[src/sv/itm_pkg.sv]
package itm_pkg;

  localparam int MAX_TRACKS = 32;
  localparam int IDX_W      = $clog2(MAX_TRACKS);
  localparam int CNT_W      = $clog2(MAX_TRACKS + 1);
  localparam int FRAC_BITS  = 8;
  localparam int COORD_BITS = 13;
  localparam int DIM_BITS   = 12;
  localparam int LABEL_W    = 8;
  localparam int MISS_W     = 4;
  localparam int Q_BITS     = 16;
  localparam int ALPHA_W    = Q_BITS + 1;
  localparam int CFG_IDX_W  = 2;
  localparam int CFG_W      = ALPHA_W;

  // fixed point widths of the smoothed state
  localparam int POS_W  = COORD_BITS + FRAC_BITS;
  localparam int SIZE_W = DIM_BITS + FRAC_BITS;
  localparam int VEL_W  = POS_W + 1;
  localparam int EMA_W  = VEL_W + 2;
  localparam int PROD_W = EMA_W + ALPHA_W + 2;

  // overlap arithmetic
  localparam int AREA_W = 2 * DIM_BITS;
  localparam int UNI_W  = AREA_W + 1;
  localparam int THR_W  = UNI_W + ALPHA_W;
  localparam int CMP_W  = AREA_W + UNI_W;

  // ghost prediction
  localparam int GP_W = VEL_W + MISS_W + 1;
  localparam int GS_W = GP_W + 1;

  localparam int STEP_W    = 3;
  localparam int EMA_OPS   = 6;
  localparam int DRAIN_CYC = 6;

  localparam logic [ALPHA_W-1:0] ALPHA_ONE = ALPHA_W'(1) << Q_BITS;
  localparam logic [ALPHA_W-1:0] ALPHA_RST = ALPHA_W'(32768);
  localparam logic [ALPHA_W-1:0] THR_RST   = ALPHA_W'(19661);
  localparam logic [MISS_W-1:0]  MISS_RST  = MISS_W'(5);

  localparam logic signed [PROD_W-1:0] PROD_HALF = PROD_W'(1) <<< (Q_BITS - 1);
  localparam logic signed [GS_W-1:0]   GS_HALF   = GS_W'(1) <<< (FRAC_BITS - 1);
  localparam logic signed [GS_W-1:0]   POS_MAX   = GS_W'((1 << (COORD_BITS - 1)) - 1);
  localparam logic signed [GS_W-1:0]   POS_MIN   = -POS_MAX - GS_W'(1);
  localparam logic [SIZE_W:0]          SIZE_HALF = (SIZE_W + 1)'(1) << (FRAC_BITS - 1);
  localparam logic [SIZE_W:0]          DIM_MAX   = (SIZE_W + 1)'((1 << DIM_BITS) - 1);

  // smoothing operation order
  localparam logic [STEP_W-1:0] EOP_VX = 3'd0;
  localparam logic [STEP_W-1:0] EOP_VY = 3'd1;
  localparam logic [STEP_W-1:0] EOP_PX = 3'd2;
  localparam logic [STEP_W-1:0] EOP_PY = 3'd3;
  localparam logic [STEP_W-1:0] EOP_SW = 3'd4;
  localparam logic [STEP_W-1:0] EOP_SH = 3'd5;

  typedef enum logic [1:0] {
    KIND_MATCH     = 2'd0,
    KIND_NEW       = 2'd1,
    KIND_GHOST     = 2'd2,
    KIND_UNTRACKED = 2'd3
  } kind_t;

  typedef enum logic [CFG_IDX_W-1:0] {
    CFG_ALPHA   = 2'd0,
    CFG_IOU     = 2'd1,
    CFG_MAXMISS = 2'd2
  } cfg_idx_t;

  typedef struct packed {
    logic [LABEL_W-1:0]           label;
    logic signed [COORD_BITS-1:0] bx;
    logic signed [COORD_BITS-1:0] by;
    logic [DIM_BITS-1:0]          bw;
    logic [DIM_BITS-1:0]          bh;
    logic signed [POS_W-1:0]      px;
    logic signed [POS_W-1:0]      py;
    logic [SIZE_W-1:0]            sw;
    logic [SIZE_W-1:0]            sh;
    logic signed [VEL_W-1:0]      vx;
    logic signed [VEL_W-1:0]      vy;
    logic [MISS_W-1:0]            miss;
  } track_t;

  typedef struct packed {
    logic              acc;
    logic              scan_start;
    logic              scan_rd;
    logic              rd;
    logic [IDX_W-1:0]  addr;
    logic              ema_en;
    logic [STEP_W-1:0] ema_step;
    logic              match_commit;
    logic              new_commit;
    logic              eof_chk;
    logic              ghost_mul;
    logic              ghost_emit;
    logic              flush;
    logic              eof_done;
    logic [CNT_W-1:0]  keep_cnt;
  } cmd_t;

  typedef struct packed {
    logic [CNT_W-1:0] count;
    logic             best_valid;
    logic [IDX_W-1:0] best_idx;
    logic             out_free;
    logic             keep_ok;
    logic             ghost;
    logic             pend_valid;
  } stat_t;

  function automatic logic signed [COORD_BITS-1:0] round_pos(input logic signed [GS_W-1:0] v);
    logic signed [GS_W-1:0] r;
    r = (v + GS_HALF) >>> FRAC_BITS;
    if (r > POS_MAX) begin
      r = POS_MAX;
    end else if (r < POS_MIN) begin
      r = POS_MIN;
    end
    return r[COORD_BITS-1:0];
  endfunction

  function automatic logic [DIM_BITS-1:0] round_dim(input logic [SIZE_W-1:0] s);
    logic [SIZE_W:0] r;
    r = ({1'b0, s} + SIZE_HALF) >> FRAC_BITS;
    if (r > DIM_MAX) begin
      r = DIM_MAX;
    end
    return r[DIM_BITS-1:0];
  endfunction

endpackage

[src/sv/itm_ctrl.sv]
module itm_ctrl import itm_pkg::*; (
  input  logic  clk,
  input  logic  rst,
  input  logic  in_valid,
  input  logic  in_func,
  output logic  in_stall,
  input  stat_t stat,
  output cmd_t  cmd
);

  typedef enum logic [12:0] {
    S_IDLE   = 13'd1,
    S_SCAN   = 13'd2,
    S_DRAIN  = 13'd4,
    S_DECIDE = 13'd8,
    S_MRD    = 13'd16,
    S_EMA    = 13'd32,
    S_MWR    = 13'd64,
    S_NWR    = 13'd128,
    S_ERD    = 13'd256,
    S_ECHK   = 13'd512,
    S_EMUL   = 13'd1024,
    S_EGH    = 13'd2048,
    S_EFLUSH = 13'd4096
  } state_t;

  state_t            state, state_next;
  logic [CNT_W-1:0]  idx, idx_next;
  logic [CNT_W-1:0]  keepc, keepc_next;
  logic [STEP_W-1:0] cnt, cnt_next;

  assign in_stall = rst || (state != S_IDLE);

  always_ff @(posedge clk) begin
    if (rst) begin
      state <= S_IDLE;
      idx   <= '0;
      keepc <= '0;
      cnt   <= '0;
    end else begin
      state <= state_next;
      idx   <= idx_next;
      keepc <= keepc_next;
      cnt   <= cnt_next;
    end
  end

  always_comb begin
    state_next   = state;
    idx_next     = idx;
    keepc_next   = keepc;
    cnt_next     = cnt;
    cmd          = '0;
    cmd.addr     = idx[IDX_W-1:0];
    cmd.ema_step = cnt;
    cmd.keep_cnt = keepc;
    unique case (state)
      S_IDLE: begin
        if (in_valid) begin
          cmd.acc  = 1'b1;
          idx_next = '0;
          if (in_func) begin
            keepc_next = '0;
            state_next = S_ERD;
          end else begin
            cmd.scan_start = 1'b1;
            state_next     = S_SCAN;
          end
        end
      end
      S_SCAN: begin
        if (idx == stat.count) begin
          cnt_next   = '0;
          state_next = S_DRAIN;
        end else begin
          cmd.scan_rd = 1'b1;
          idx_next    = idx + CNT_W'(1);
        end
      end
      S_DRAIN: begin
        if (cnt == STEP_W'(DRAIN_CYC - 1)) begin
          state_next = S_DECIDE;
        end else begin
          cnt_next = cnt + STEP_W'(1);
        end
      end
      S_DECIDE: begin
        state_next = stat.best_valid ? S_MRD : S_NWR;
      end
      S_MRD: begin
        cmd.rd     = 1'b1;
        cmd.addr   = stat.best_idx;
        cnt_next   = '0;
        state_next = S_EMA;
      end
      S_EMA: begin
        cmd.ema_en = 1'b1;
        if (cnt == STEP_W'(EMA_OPS)) begin
          state_next = S_MWR;
        end else begin
          cnt_next = cnt + STEP_W'(1);
        end
      end
      S_MWR: begin
        if (stat.out_free) begin
          cmd.match_commit = 1'b1;
          state_next       = S_IDLE;
        end
      end
      S_NWR: begin
        if (stat.out_free) begin
          cmd.new_commit = 1'b1;
          state_next     = S_IDLE;
        end
      end
      S_ERD: begin
        if (idx == stat.count) begin
          state_next = S_EFLUSH;
        end else begin
          cmd.rd     = 1'b1;
          state_next = S_ECHK;
        end
      end
      S_ECHK: begin
        cmd.eof_chk = 1'b1;
        if (stat.keep_ok) begin
          keepc_next = keepc + CNT_W'(1);
        end
        if (stat.ghost) begin
          state_next = S_EMUL;
        end else begin
          idx_next   = idx + CNT_W'(1);
          state_next = S_ERD;
        end
      end
      S_EMUL: begin
        cmd.ghost_mul = 1'b1;
        state_next    = S_EGH;
      end
      S_EGH: begin
        if (!stat.pend_valid || stat.out_free) begin
          cmd.ghost_emit = 1'b1;
          idx_next       = idx + CNT_W'(1);
          state_next     = S_ERD;
        end
      end
      S_EFLUSH: begin
        if (!stat.pend_valid) begin
          cmd.eof_done = 1'b1;
          state_next   = S_IDLE;
        end else if (stat.out_free) begin
          cmd.flush    = 1'b1;
          cmd.eof_done = 1'b1;
          state_next   = S_IDLE;
        end
      end
      default: begin
        state_next = S_IDLE;
      end
    endcase
  end

endmodule

[config.mk]
export PLATFORM = sky130hd
export DESIGN_NAME = itm_ctrl
export DESIGN_NICKNAME = d
export VERILOG_FILES = /design/src/sv/itm_pkg.sv /design/src/sv/itm_ctrl.sv
export SDC_FILE = /design/constraint.sdc
export NUM_CORES = 1
export LEC_CHECK = 0
export BUFFER_PORTS_ARGS = -buffer_cell sky130_fd_sc_hd__buf_2
export CORE_MARGIN = 4
export CORE_UTILIZATION = 49
export DETAILED_ROUTE_END_ITERATION = 8
export PLACE_DENSITY = 0.74
export SETUP_SLACK_MARGIN = 0.5
export SKIP_CTS_REPAIR_TIMING = 1
export SLEW_MARGIN = 15
export SYNTH_ARGS = -nofsm -noshare
export SYNTH_HDL_FRONTEND = slang
export SYNTH_SLANG_ARGS = --single-unit
[constraint.sdc]
create_clock -name clk -period 2.94 [get_ports clk]
set_clock_uncertainty 0.2 [all_clocks]
set_input_delay 0.588 -clock clk [delete_from_list [all_inputs] [get_ports clk]]
set_output_delay 0.588 -clock clk [all_outputs]
set_load 0.01 [all_outputs]
Word level (Yosys, flattened, before mapping)
Index checks and enable logic that the tools add are counted.

word-level totals
  logic and storage cells = 90
  input port bits = 20
  register bits = 28
  output and inout bits = 27

cells by class
  mux-type cells = 44
  reduce and logical (&&, ||, !) cells = 11
  equality and inequality tests = 28
  add/subtract/negate cells = 3

operators with widths
  cell                                                     number
  one-hot mux 13 bit (12 select lines)                     1
  two-way mux 13 bit                                       8
  two-way mux 6 bit                                        7
  one-hot mux 6 bit (4 select lines)                       1
  inequality test 2 bit (second input constant)            11
  == test 13 x 1 -> 1 bit (second input constant)          1
  == test 13 x 10 -> 1 bit (second input constant)         1
  == test 13 x 11 -> 1 bit (second input constant)         1
  == test 13 x 12 -> 1 bit (second input constant)         1
  == test 13 bit (second input constant)                   1
  == test 13 x 2 -> 1 bit (second input constant)          1
  == test 13 x 3 -> 1 bit (second input constant)          1
  == test 13 x 4 -> 1 bit (second input constant)          1
  == test 13 x 5 -> 1 bit (second input constant)          1
  == test 13 x 6 -> 1 bit (second input constant)          1
  == test 13 x 7 -> 1 bit (second input constant)          1
  == test 13 x 8 -> 1 bit (second input constant)          1
  == test 13 x 9 -> 1 bit (second input constant)          1
  two-way mux 1 bit                                        13
  inequality test 13 x 1 -> 1 bit (second input constant)  1
  adder 6 x 1 -> 6 bit (second input constant)             2
  one-hot mux 3 bit (4 select lines)                       1
  one-hot mux 6 bit (2 select lines)                       1
  two-way mux 11 bit                                       1
  16 further kinds                                         26

Logic depth before layout (Yosys ltp)
  depth in word-level cells = 4
  gate-level depth with buffers = 8
  mapped depth without buffers = 7

Least setup slack after synthesis
No wires, ideal clock.

  kind = register to output
  start point = register state[0]
  end point = output port cmd[17] (netlist bit)
  data required time = 2.152 ns
  path buffers = 2
  stages on the path, launching flop included = 7
  path slack = 0.057 ns
  data arrival time = 2.095 ns
  cell sequence = dfxtp_1 > clkbuf_1 > nor4_1 > and4b_1 > and2_1 > clkbuf_1 > mux2_2

RTL lines
  item                    line            RTL
  from (decl)             itm_ctrl.sv:27  state_t state, state_next;
  from (signal assigned)  itm_ctrl.sv:41  state <= state_next;
  to (decl)               itm_ctrl.sv:8   output cmd_t cmd

==> flow_metrics.py <==
metrics = {
    "setup_path": {
        "cp-end-kind": "output port",
        "critPathKind": "flip-flop to output port",
        "crit_path_max_fanout": 8,
        "cpMaxStageDelayCell": "dfxtp_4",
        "crit_family": "simple AND/OR/NAND/NOR gates",
        "rr_endpoint": "idx[3]",
        "regToRegStartpoint": "state[6]",
        "critPathMaxStageDelay_ps": 360,
        "crit_buf_inv": 2,
        "start_kind": "flip-flop",
        "reg2regPathDepth": 7,
        "r2r_setup_slack_ps": 400,
        "crit_path_cell_trace": "buf_6, nor4_4, and4b_2, and2_4, mux2_2, buf_2",
        "arrival_ps": 2060,
        "worstPathRequired_ps": 2150,
    },
    "synth": {
        "ys_top_cells_by_area": "dfxtp_1, nor2_1, xor2_1, nand2_1, nor4b_1",
        "synth_nets": 277,
        "synth-async-reset-ratio_pct": 0,
        "synth_area_mm2": 0.00201,
        "synth_compound_area_share_pct": 14.3,
        "synthAdderAreaFrac_pct": 3.12,
        "synth_edf_count": 0,
        "synth_top_family_by_area": "simple AND/OR/NAND/NOR gates",
        "ys_ff_latch": 28,
        "synth_top_cell_area_share_pct": 27.9,
        "syn_inst": 252,
        "avgSynthCellArea_um2": 7.96,
        "synth_top_area_cell": "dfxtp_1",
        "yosysSeqAreaShare_pct": 27.9,
        "synth_ff_type": "dfxtp_1",
        "ys_types": 53,
        "synthXorXnorAreaFrac_pct": 6.55,
        "synthSimpleGateAreaFrac_pct": 37.5,
        "ys_warn_count": 0,
        "synth_mux_area_share_pct": 5.30,
    },
    "finish": {
        "final_cell_mix": "buf_2, nor2_1, buf_4",
        "drive_above_1_share_pct": 44.1,
        "postLayoutCoreUtil_pct": 70.8,
        "diodes": 0,
        "final_common_cell": "buf_2",
        "synthToLayoutAreaGrowth_pct": 40.1,
        "final_nets": 346,
    },
    "timing": {
        "fin_setup_tns_ps": 0,
        "rsz0062_at_grt": "true",
        "setup_slack_ps": 89.5,
        "layout_min_cycle_time_ps": 2850,
        "hold_viol_final": 0,
        "tightest_slew_ps": 488,
        "period_share_pct": 97.0,
        "whs_ps": 326,
        "slew_headroom_pct": 67.2,
        "finalSetupViolCount": 0,
        "fmax_mhz": 351,
        "slew_viol_final": 0,
    },
    "cts": {
        "cts-root-buf": "clkbuf_8",
        "cts_made_buffers": 3,
        "clkTransAtPathRegs_ps": 90,
        "clockBufferDepth": 2,
        "cts_tree": "yes",
        "htreeDepth": 1,
        "cts.sinks": 28,
        "insertion_delay_ps": 280,
    },
    "power_and_ir_drop": {
        "p_seq_share_pct": 33.1,
        "clkPwrFrac_pct": 18.7,
        "p_switching_mw": 0.468,
        "p_int_mw": 0.857,
        "power_density_mw_per_mm2": 471,
        "vdd_drop_max_mv": 0.553,
        "combPwrFrac_pct": 48.2,
        "p_leak_nw": 1.27,
        "total_power_mw": 1.33,
        "switching_share_pct": 35.3,
    },
    "placement": {
        "port_buffers": 46,
        "gp_congestion": 0.880,
        "pre_cts_ws_ps": 189,
        "place.detailed.hpwl_um": 3780,
    },
    "detailed_routing": {
        "firstDrtPassIters": 5,
        "ant_nets": 0,
        "vias": 2178,
        "wl_per_cell_um": 16.4,
        "viasPerCell": 5.89,
        "drt_iter0_drc": 88,
        "wl_um": 6060,
        "drc_errors": 0,
    },
    "hold_path": {
        "min_to": "idx[1]",
        "hold_path_startpoint": "idx[1]",
        "hold_class": "flip-flop to flip-flop",
        "min_path_cells": 2,
    },
    "global_routing": {
        "grt_usage_pct": 19.7,
        "grt_pass1_wl_um": 8180,
        "grt_max_degree": 20,
        "grt_pass1_vias": 1801,
        "antenna_found_initial": 0,
        "overflow": 0,
    },
    "floorplanning": {
        "die_w_um": 72,
        "dieArea_mm2": 0.00518,
        "initial_core_util_pct": 50.5,
        "fp.dieH_um": 72,
        "rows": 23,
        "ioPinCount": 47,
        "core_mm2": 0.00397,
    },
    "run": {
        "drv_cap": 0,
    },
    "outcome": {
        "status": "finished, final reports clean",
    },
}
## worst reg2reg max path, cell delays in order (launching register included)
cell,delay (ps)
dfxtp_4,390
or4_4,610
nor3_4,210
buf_6,150
nand3_4,90
a2111o_1,370
or3_1,330
a21oi_1,120
## layout make-up
type | count | area (µm²)
Tap cell | 50 | 62.6
Inverter | 9 | 33.8
Timing Repair Buffer | 81 | 528
Fill cell | 302 | 1160
Multi-Input combinational cell | 198 | 1540
Clock buffer | 4 | 55.1
Sequential cell | 28 | 592
## cell families after synthesis
family                   after synthesis
AO/OA/AOI/OAI                         38
adder cells (fa/ha/maj)                5
multiplexers                          10
buffers and inverters                 26
XOR/XNOR                              15
flip-flops                            28
AND/OR/NAND/NOR                      130
## flip-flops by register name, summed over array words and instances (netlist names)
signal and flops:
state 13, keepc 6, cnt 3, idx 6
## power by group through the flow
stage	Sequential (mW)	Clock, mW	Combinational (mW)
floorplan	0.418	0	0.295
global placement	0.443	0	0.386
detailed placement	0.443	0	0.390
CTS	0.434	0.257	0.392
global route	0.441	0.270	0.690
finish	0.439	0.248	0.638
## cells in the mapped netlist (2+ instances only)
cell type,number
nor2_1,34
dfxtp_1,28
nand2_1,20
clkbuf_1,14
xor2_1,14
a21oi_1,10
and2_1,9
inv_1,9
nor4b_1,8
o21ai_0,7
and3_1,6
nand2b_1,6
nand4_1,6
nor3_1,6
ha_1,5
mux2_2,5
mux2i_1,5
nor4_1,5
and4_1,4
nor2b_1,4
a31oi_1,3
and4b_1,3
nand4b_1,3
o2111ai_1,3
buf_1,2
nand3_1,2
nand3b_1,2
nor3b_1,2
or2_2,2
or3b_2,2
## stage by stage
step / cells / instance area [µm²]
global route: 370 / 2810
finish: 370 / 2810
CTS: 344 / 2380
detailed placement: 340 / 2320
floorplan: 252 / 2040
global placement: 340 / 2320
## worst max path at each step
stage                    to  startpoint  cells past startpoint
floorplan            idx[3]    state[6]                      7
global placement    cmd[20]    state[3]                      5
detailed placement  cmd[19]    state[3]                      5
CTS                 cmd[19]    state[3]                      5
global route        cmd[22]    state[1]                      6
finish              cmd[19]    state[1]                      6
## per-layer routing
| layer | vias to the layer above | routed length (µm) | track usage (%) | share of wire [%] |
|---|---|---|---|---|
| met2 | 86 | 2920 | 30.0 | 48 |
| met5 | - | 0 | 0 | 0 |
| met3 | 18 | 362 | 4.57 | 6.0 |
| li1 | 1045 | - | - | - |
| met1 | 1029 | 2580 | 27.1 | 43 |
| met4 | 0 | 196 | 7.31 | 3.2 |
Power figures use the tool's default switching activity.
